<file path="config.mk">
export PLATFORM = sky130hd
export DESIGN_NAME = event_countdown_calc_core
export DESIGN_NICKNAME = d
export VERILOG_FILES = /design/src/rtl/core/ecc_pkg.sv /design/src/rtl/core/ecc_split.sv /design/src/rtl/core/event_countdown_calc_core.sv
export SDC_FILE = /design/constraint.sdc
export NUM_CORES = 2
export LEC_CHECK = 0
export ABC_CLOCK_PERIOD_IN_PS = 7380
export BUFFER_PORTS_ARGS = -buffer_cell sky130_fd_sc_hd__buf_4
export CAP_MARGIN = 20
export CORE_MARGIN = 1.5
export CORE_UTILIZATION = 40
export DETAILED_ROUTE_END_ITERATION = 12
export GPL_ROUTABILITY_DRIVEN = 1
export HOLD_SLACK_MARGIN = 0.05
export SYNTH_ARGS = -nofsm -noshare
export SYNTH_HDL_FRONTEND = slang
export SYNTH_SLANG_ARGS = --single-unit
</file>
<file path="constraint.sdc">
create_clock -name clk -period 7.38 [get_ports clk]
set_input_delay 0.369 -clock clk [delete_from_list [all_inputs] [get_ports clk]]
set_output_delay 0.369 -clock clk [all_outputs]
set_load 0.01 [all_outputs]
</file>
<file path="src/rtl/core/ecc_pkg.sv">
`default_nettype none

package ecc_pkg;

  localparam int unsigned YEAR_W  = 12;
  localparam int unsigned MONTH_W = 4;
  localparam int unsigned DAY_W   = 5;
  localparam int unsigned HOUR_W  = 5;
  localparam int unsigned MIN_W   = 6;
  localparam int unsigned SEC_W   = 6;
  localparam int unsigned DAYS_W  = 20;
  localparam int unsigned DNUM_W  = 21;
  localparam int unsigned SOD_W   = 17;
  localparam int unsigned REM_W   = 17;
  localparam int unsigned QUO_W   = 6;
  localparam int unsigned CIDX_W  = 3;
  localparam int unsigned CDAT_W  = 12;

  typedef logic [YEAR_W-1:0]  year_t;
  typedef logic [MONTH_W-1:0] month_t;
  typedef logic [DAY_W-1:0]   day_t;
  typedef logic [HOUR_W-1:0]  hour_t;
  typedef logic [MIN_W-1:0]   min_t;
  typedef logic [SEC_W-1:0]   sec_t;
  typedef logic [DAYS_W-1:0]  days_t;
  typedef logic [DNUM_W-1:0]  dnum_t;
  typedef logic [SOD_W-1:0]   sod_t;
  typedef logic [REM_W-1:0]   rem_t;
  typedef logic [QUO_W-1:0]   quo_t;

  typedef enum logic [CIDX_W-1:0] {
    REG_EVENT_YEAR   = 3'd0,
    REG_EVENT_MONTH  = 3'd1,
    REG_EVENT_DAY    = 3'd2,
    REG_EVENT_HOUR   = 3'd3,
    REG_EVENT_MINUTE = 3'd4
  } cfg_reg_t;

  localparam year_t  RST_YEAR   = 12'd2022;
  localparam month_t RST_MONTH  = 4'd5;
  localparam day_t   RST_DAY    = 5'd17;
  localparam hour_t  RST_HOUR   = 5'd10;
  localparam min_t   RST_MINUTE = 6'd56;

  localparam rem_t  SEC_PER_DAY = 17'd86400;
  localparam rem_t  REM_SAT     = 17'd86399;
  localparam days_t DAYS_SAT    = 20'hFFFFF;

  typedef struct packed {
    days_t days;
    rem_t  rem;
    logic  passed;
  } split_t;

  // cumulative days before month, month clamped to 1..12
  function automatic logic [8:0] cum_days(input month_t m);
    logic [8:0] c;
    unique case (m)
      4'd0, 4'd1: c = 9'd0;
      4'd2:       c = 9'd31;
      4'd3:       c = 9'd59;
      4'd4:       c = 9'd90;
      4'd5:       c = 9'd120;
      4'd6:       c = 9'd151;
      4'd7:       c = 9'd181;
      4'd8:       c = 9'd212;
      4'd9:       c = 9'd243;
      4'd10:      c = 9'd273;
      4'd11:      c = 9'd304;
      default:    c = 9'd334;
    endcase
    return c;
  endfunction

  // floor(y / 100) by reciprocal
  function automatic quo_t div100(input year_t y);
    logic [24:0] p;
    p = 25'(y) * 25'd5243;
    return p[24:19];
  endfunction

  function automatic sod_t sec_of_day(input hour_t h, input min_t mi, input sec_t s);
    return sod_t'(h) * 17'd3600 + sod_t'(mi) * 17'd60 + sod_t'(s);
  endfunction

  // floor(r / 3600) for r < 86400, as floor((r >> 4) / 225)
  function automatic hour_t div3600(input rem_t r);
    logic [25:0] p;
    p = 26'(r[16:4]) * 26'd4661;
    return p[24:20];
  endfunction

  // floor(r / 60) for r < 3600, as floor((r >> 2) / 15)
  function automatic min_t div60(input logic [11:0] r);
    logic [21:0] p;
    p = 22'(r[11:2]) * 22'd2185;
    return p[20:15];
  endfunction

endpackage

`default_nettype wire

</file>
<file path="src/rtl/core/ecc_split.sv">
`default_nettype none

module ecc_split (
  input  logic              clk,
  input  logic              rst_n,
  input  logic              in_valid,
  input  ecc_pkg::split_t   in_item,
  output logic              out_valid,
  output ecc_pkg::days_t    out_days,
  output ecc_pkg::hour_t    out_hours,
  output ecc_pkg::min_t     out_minutes,
  output ecc_pkg::sec_t     out_seconds,
  output logic              out_passed
);
  import ecc_pkg::*;

  logic        v5_r, v6_r, v7_r;
  rem_t        rem5_r;
  hour_t       hr5_r, hr6_r, hr7_r;
  days_t       days5_r, days6_r, days7_r;
  logic        pas5_r, pas6_r, pas7_r;
  logic [11:0] r6_nxt, r6_r;
  min_t        min6_r, min7_r;
  sec_t        sec7_nxt, sec7_r;
  rem_t        hsec;
  logic [11:0] msec;

  always_ff @(posedge clk) begin
    if (!rst_n) begin
      v5_r <= 1'b0;
      v6_r <= 1'b0;
      v7_r <= 1'b0;
    end else begin
      v5_r <= in_valid;
      v6_r <= v5_r;
      v7_r <= v6_r;
    end
  end

  // hours
  always_ff @(posedge clk) begin
    rem5_r  <= in_item.rem;
    hr5_r   <= div3600(in_item.rem);
    days5_r <= in_item.days;
    pas5_r  <= in_item.passed;
  end

  // minutes
  always_comb begin
    hsec   = rem_t'(hr5_r) * 17'd3600;
    r6_nxt = 12'(rem5_r - hsec);
  end

  always_ff @(posedge clk) begin
    r6_r    <= r6_nxt;
    min6_r  <= div60(r6_nxt);
    hr6_r   <= hr5_r;
    days6_r <= days5_r;
    pas6_r  <= pas5_r;
  end

  // seconds
  always_comb begin
    msec     = 12'(min6_r) * 12'd60;
    sec7_nxt = 6'(r6_r - msec);
  end

  always_ff @(posedge clk) begin
    sec7_r  <= sec7_nxt;
    min7_r  <= min6_r;
    hr7_r   <= hr6_r;
    days7_r <= days6_r;
    pas7_r  <= pas6_r;
  end

  assign out_valid   = v7_r;
  assign out_days    = days7_r;
  assign out_hours   = hr7_r;
  assign out_minutes = min7_r;
  assign out_seconds = sec7_r;
  assign out_passed  = pas7_r;

endmodule

`default_nettype wire

</file>
<file path="src/rtl/core/event_countdown_calc_core.sv">
// channel   ports                                 handshake
// in        start, busy, in_now_*                 start & !busy
// out       out_valid, out_*_left, out_event_*    out_valid, one cycle, no stall
// cfg       cfg_valid, cfg_ready, cfg_index/data  cfg_valid & cfg_ready
//
// one item per cycle; the result is registered through the
// seven register stages (quotients, day numbers, difference, normalize,
// hours, minutes, seconds)
// reset is synchronous, active low; busy and !cfg_ready are high while in reset
// nothing stalls: busy stays low outside reset
`default_nettype none

module event_countdown_calc_core (
  input  logic                   clk,
  input  logic                   rst_n,
  input  logic                   start,
  output logic                   busy,
  input  ecc_pkg::year_t         in_now_year,
  input  ecc_pkg::month_t        in_now_month,
  input  ecc_pkg::day_t          in_now_day,
  input  ecc_pkg::hour_t         in_now_hour,
  input  ecc_pkg::min_t          in_now_minute,
  input  ecc_pkg::sec_t          in_now_second,
  output logic                   out_valid,
  output ecc_pkg::days_t         out_days_left,
  output ecc_pkg::hour_t         out_hours_left,
  output ecc_pkg::min_t          out_minutes_left,
  output ecc_pkg::sec_t          out_seconds_left,
  output logic                   out_event_passed,
  input  logic                   cfg_valid,
  output logic                   cfg_ready,
  input  logic [ecc_pkg::CIDX_W-1:0] cfg_index,
  input  logic [ecc_pkg::CDAT_W-1:0] cfg_data
);
  import ecc_pkg::*;

  logic   busy_r;
  year_t  ev_year_r;
  month_t ev_month_r;
  day_t   ev_day_r;
  hour_t  ev_hour_r;
  min_t   ev_minute_r;

  logic   v1_r, v2_r, v3_r, v4_r;
  year_t  n_y_r, e_y_r;
  quo_t   n_q_r, e_q_r;
  month_t n_m_r, e_m_r;
  day_t   n_d_r, e_d_r;
  sod_t   n_sod_r, e_sod_r;

  dnum_t  n_dn_nxt, e_dn_nxt, n_dn_r, e_dn_r;
  logic signed [SOD_W:0] ds_nxt, ds_r;

  logic signed [DNUM_W:0] dd_nxt, dd_r;
  logic [SOD_W+1:0]       x3;
  logic [1:0]             q_nxt, q_r;
  rem_t                   rem_nxt, rem_r;

  logic signed [DNUM_W+1:0] days4;
  logic                     sat4, pas4;
  split_t                   s4_nxt, s4_r;

  logic accept;

  function automatic dnum_t day_num(input year_t y, input quo_t q, input month_t m,
                                    input day_t d);
    logic  nz, leap, extra;
    dnum_t leaps, n;
    nz    = ({1'b0, y} != 13'(q) * 13'd100);
    leap  = (y[1:0] == 2'd0) && (nz || (q[1:0] == 2'd0));
    extra = (m > 4'd2) && leap;
    leaps = dnum_t'(13'(y) + 13'd3 >> 2) - dnum_t'(q) - dnum_t'(nz)
          + dnum_t'(q[QUO_W-1:2]) + dnum_t'(nz || (q[1:0] != 2'd0));
    n     = dnum_t'(y) * dnum_t'(365) + leaps + dnum_t'(cum_days(m))
          + dnum_t'(d) + dnum_t'(extra);
    return n;
  endfunction

  assign accept    = start && !busy_r;
  assign busy      = busy_r;
  assign cfg_ready = !busy_r;

  always_ff @(posedge clk) begin
    if (!rst_n) begin
      busy_r <= 1'b1;
    end else begin
      busy_r <= 1'b0;
    end
  end

  always_ff @(posedge clk) begin
    if (!rst_n) begin
      ev_year_r   <= RST_YEAR;
      ev_month_r  <= RST_MONTH;
      ev_day_r    <= RST_DAY;
      ev_hour_r   <= RST_HOUR;
      ev_minute_r <= RST_MINUTE;
    end else if (cfg_valid && cfg_ready) begin
      unique case (cfg_index)
        REG_EVENT_YEAR:   ev_year_r   <= cfg_data;
        REG_EVENT_MONTH:  ev_month_r  <= cfg_data[MONTH_W-1:0];
        REG_EVENT_DAY:    ev_day_r    <= cfg_data[DAY_W-1:0];
        REG_EVENT_HOUR:   ev_hour_r   <= cfg_data[HOUR_W-1:0];
        REG_EVENT_MINUTE: ev_minute_r <= cfg_data[MIN_W-1:0];
        default: ;
      endcase
    end
  end

  always_ff @(posedge clk) begin
    if (!rst_n) begin
      v1_r <= 1'b0;
      v2_r <= 1'b0;
      v3_r <= 1'b0;
      v4_r <= 1'b0;
    end else begin
      v1_r <= accept;
      v2_r <= v1_r;
      v3_r <= v2_r;
      v4_r <= v3_r;
    end
  end

  // stage 1: century quotients and second of day
  always_ff @(posedge clk) begin
    n_y_r   <= in_now_year;
    n_q_r   <= div100(in_now_year);
    n_m_r   <= in_now_month;
    n_d_r   <= in_now_day;
    n_sod_r <= sec_of_day(in_now_hour, in_now_minute, in_now_second);
    e_y_r   <= ev_year_r;
    e_q_r   <= div100(ev_year_r);
    e_m_r   <= ev_month_r;
    e_d_r   <= ev_day_r;
    e_sod_r <= sec_of_day(ev_hour_r, ev_minute_r, 6'd0);
  end

  // stage 2: day numbers, second-of-day difference
  always_comb begin
    n_dn_nxt = day_num(n_y_r, n_q_r, n_m_r, n_d_r);
    e_dn_nxt = day_num(e_y_r, e_q_r, e_m_r, e_d_r);
    ds_nxt   = $signed({1'b0, e_sod_r}) - $signed({1'b0, n_sod_r});
  end

  always_ff @(posedge clk) begin
    n_dn_r <= n_dn_nxt;
    e_dn_r <= e_dn_nxt;
    ds_r   <= ds_nxt;
  end

  // stage 3: day difference, fold seconds into one day
  always_comb begin
    dd_nxt = $signed({1'b0, e_dn_r}) - $signed({1'b0, n_dn_r});
    x3     = 19'($signed({ds_r[SOD_W], ds_r}) + 19'sd172800);
    priority if (x3 >= 19'd259200) begin
      q_nxt = 2'd3;
    end else if (x3 >= 19'd172800) begin
      q_nxt = 2'd2;
    end else if (x3 >= 19'd86400) begin
      q_nxt = 2'd1;
    end else begin
      q_nxt = 2'd0;
    end
    rem_nxt = 17'(x3 - 19'(q_nxt) * 19'd86400);
  end

  always_ff @(posedge clk) begin
    dd_r  <= dd_nxt;
    q_r   <= q_nxt;
    rem_r <= rem_nxt;
  end

  // stage 4: whole days, passed and saturation
  always_comb begin
    days4 = $signed({dd_r[DNUM_W], dd_r}) + $signed({21'd0, q_r}) - 23'sd2;
    pas4  = days4[DNUM_W+1] || ((days4 == '0) && (rem_r == '0));
    sat4  = !days4[DNUM_W+1] && (days4[DNUM_W:DAYS_W] != '0);
    if (pas4) begin
      s4_nxt.days = '0;
      s4_nxt.rem  = '0;
    end else if (sat4) begin
      s4_nxt.days = DAYS_SAT;
      s4_nxt.rem  = REM_SAT;
    end else begin
      s4_nxt.days = days4[DAYS_W-1:0];
      s4_nxt.rem  = rem_r;
    end
    s4_nxt.passed = pas4;
  end

  always_ff @(posedge clk) begin
    s4_r <= s4_nxt;
  end

  ecc_split u_split (
    .clk         (clk),
    .rst_n       (rst_n),
    .in_valid    (v4_r),
    .in_item     (s4_r),
    .out_valid   (out_valid),
    .out_days    (out_days_left),
    .out_hours   (out_hours_left),
    .out_minutes (out_minutes_left),
    .out_seconds (out_seconds_left),
    .out_passed  (out_event_passed)
  );

endmodule

`default_nettype wire

</file>
==> results.yml <==
timing:
  period_share_pct: 104.9
  tightest_slew_ps: 856.6
  hold_viol: 0
  slew_headroom_pct: 42.90
  setup_viol: 19
  period_needed_ps: 7739
  finalWorstSetupSlack_ps: -359.2
  fmax_ghz: 0.1292
  rsz0062_at_grt: "yes"
  maxSlewViolCount: 0
  skew_ps: 30.68
clock_network:
  root_buffer: "clkbuf_16"
  clk_pin_slew_ps: 70
  htreeDepth: 2
  clock_latency_ps: 600
  clock_sinks: 397
  ctsLongestPathBuffers: 3
  cts_buffers: 46
  cts_tree: "yes"
floorplanning:
  core_area_mm2: 0.08395
  top_level_ports: 98
  placementRows: 106
  die_width_um: 295.0
  initial_core_util_pct: 40.61
  dieArea_mm2: 0.08700
  die_h_um: 295.0
drt:
  drt_pass1_iterations: 7
  ant_nets: 0
  routed_wl_um: 65740
  vias: 22708
  post_drt_via_cell_ratio: 4.620
  wl_per_cell_um: 13.38
  drc: 0
  drt_iter0_drc: 663
synthesis:
  synth_xor_area_share_pct: 6.782
  ys_ff_latch: 397
  yosysSeqAreaShare_pct: 23.31
  async_flop_share_pct: 0
  syn-cell-area_mm2: 0.03410
  yosysWarnings: 0
  synth_simple_gate_area_share_pct: 7.083
  synthDistinctLibCells: 74
  synth-adder-area-share_pct: 43.91
  postSynthCellCount: 3469
  synth-edff-count: 0
  synth_top_flop_cell: "dfxtp_1"
  synth_area_per_cell_um2: 9.829
  synthesis.nets: 4539
  synth_top_family_by_area: "adder cells"
  synth-compound-area-share_pct: 9.215
  synthMuxAreaShare_pct: 0.8991
critical_path:
  arrival_ps: 8240
  setup.worst_path.start_class: "register"
  rrSetupSlack_ps: -360
  cp_max_fo: 4
  worstSetupPathType: "register to register"
  end_kind: "register"
  critPathRequiredTime_ps: 7880
  slowest_delay_ps: 540
  cp_slowest_cell: "fa_1"
grt:
  track_usage_pct: 15.73
  globalRouteOverflowTotal: 0
  antenna_found_initial: 0
  grt_pass1_wl_um: 112500
  grt_max_degree: 26
  first_global_vias: 23380
cells_and_area:
  diodes: 0
  multi_input_comb_area_mm2: 0.02403
  drive_above_1_share_pct: 12.22
  fillCellCount: 7849
  area_growth_pct: 17.04
  fin_area_mm2: 0.03991
  final_cells: 4915
  regArea_mm2: 0.007964
  final_util_pct: 47.53
  nNetsFinal: 4814
place:
  place.gp.congestion: 0.8287
  hpwl_um: 54940
  place_inst: 4770
  dpl-instance-area_mm2: 0.03720
  io_buffer_count: 97
  place_ws_ps: -578.5
run_status:
  failed_checks: "negative setup slack"
  status: "finished with violations"
worst_hold_path:
  min_path_type: "input port to register"
flow_run:
  cap_viol_max_count: 0
flip-flops by register name (all words and copies together) (netlist names), 18 cells and up, named ones only:
register,flops
s4_r,38
dd_r,22
e_dn_r,21
n_dn_r,21
u_split.days5_r,20
u_split.days6_r,20
u_split.out_days,20
ds_r,18
metrics by stage:
stage | hold WS, ps | TNS [ps]
finish | 131.0 | -2250
global route | 115.6 | -10270
CTS | 87.36 | -2650
floorplan | 309.6 | 0
global placement | 310.6 | -4088
detailed placement | 312.1 | -5996
Yosys cell counts (6+ instances only):
cell type,count,area (um^2)
inv_1,765,2872
ha_1,707,8846
dfxtp_1,397,7948
fa_1,306,6126
xnor2_1,186,1629
a21oi_1,164,820.8
nor2_1,119,446.7
nand2_1,116,435.4
o21ai_0,78,390.4
xor2_1,78,683.2
a21o_1,74,555.5
nand3_1,43,215.2
nor2b_1,36,225.2
nor3_1,36,180.2
o21bai_1,27,202.7
mux2i_1,25,250.2
and3_1,23,143.9
o21a_1,23,172.7
nand2b_1,21,131.4
o211ai_1,20,150.1
clkbuf_1,19,71.32
nor4_1,17,106.4
and2_1,16,100.1
nand4_1,16,100.1
a31oi_1,14,87.58
a211oi_1,9,67.56
or3_1,9,56.30
a21boi_0,8,60.06
or2_2,8,50.05
nand3b_1,7,52.55
a31o_2,6,52.55
nor3b_1,6,45.04
path summary, 6_finish.rpt:
| check | startpoint | endpoint | cells past startpoint |
|---|---|---|---|
| worst max-delay path | n_q_r[1] | n_dn_r[19] | 34 |
| worst min-delay path | in_now_second[3] | n_sod_r[3] | 3 |
| worst max register to register | n_q_r[1] | n_dn_r[19] | 34 |
| worst min register to register | s4_r[27] | u_split.days5_r[9] | 0 |
cell families after synthesis:
| group | Yosys count |
|---|---|
| xor+xnor | 264 |
| flops | 397 |
| fa+ha+maj | 1013 |
| simple gates | 486 |
| compound gates | 487 |
| mux | 30 |
| buf+inv | 792 |
area by class of cell:
class | count | share of cell area, %
Clock buffer | 67 | 3.386
Inverter | 765 | 7.196
Tap cell | 1134 | 3.556
Timing Repair Buffer | 254 | 5.061
Sequential cell | 397 | 19.96
Clock inverter | 18 | 0.6208
Multi-Input combinational cell | 2280 | 60.22
cells in the final DEF, fill, tap and decap left out, drive strengths merged, types with 6 or more instances in the layout:
master and instances:
a211oi 9, a21boi 10, a21o 74, a21oi 165, a31o 6, a31oi 14
and2 16, and3 23, buf 215, clkbuf 67, clkinv 7, dfxtp 397
dlygate4sd3 39, fa 306, ha 707, inv 768, mux2i 25, nand2 116
nand2b 21, nand3 43, nand3b 7, nand4 16, nor2 120, nor2b 36
nor3 36, nor3b 6, nor4 17, o211ai 20, o21a 24, o21ai 82
o21bai 27, or2 8, or3 9, xnor2 186, xor2 78
critical path: cells and delay by family, from the launching register on:
family | cells | cell delay, ps
AO/OA/AOI/OAI | 9 | 1370
XOR/XNOR | 2 | 300
adder cells (fa/ha/maj) | 12 | 4270
buffers and inverters | 5 | 400
flip-flops | 1 | 370
AND/OR/NAND/NOR | 6 | 930
layer usage:
layer | vias to the layer above | part of all wire (%) | global-route usage (%)
li1 | 11841 | - | -
met1 | 10582 | 49 | 21.11
met2 | 206 | 46 | 26.70
met3 | 79 | 2.7 | 1.940
met4 | 0 | 2.4 | 4.099
met5 | - | 0 | 0
repair_timing:
item	in CTS	in global routing
endpoints found under the hold margin	58	0
setup endpoints to repair	21	26
pin swaps	74	73
hold buffers	39	0
resized for setup	53	63
setup buffers	12	10
Power is not shown: default switching activity piles up to over one toggle a cycle in this logic, so the estimate is an artifact.
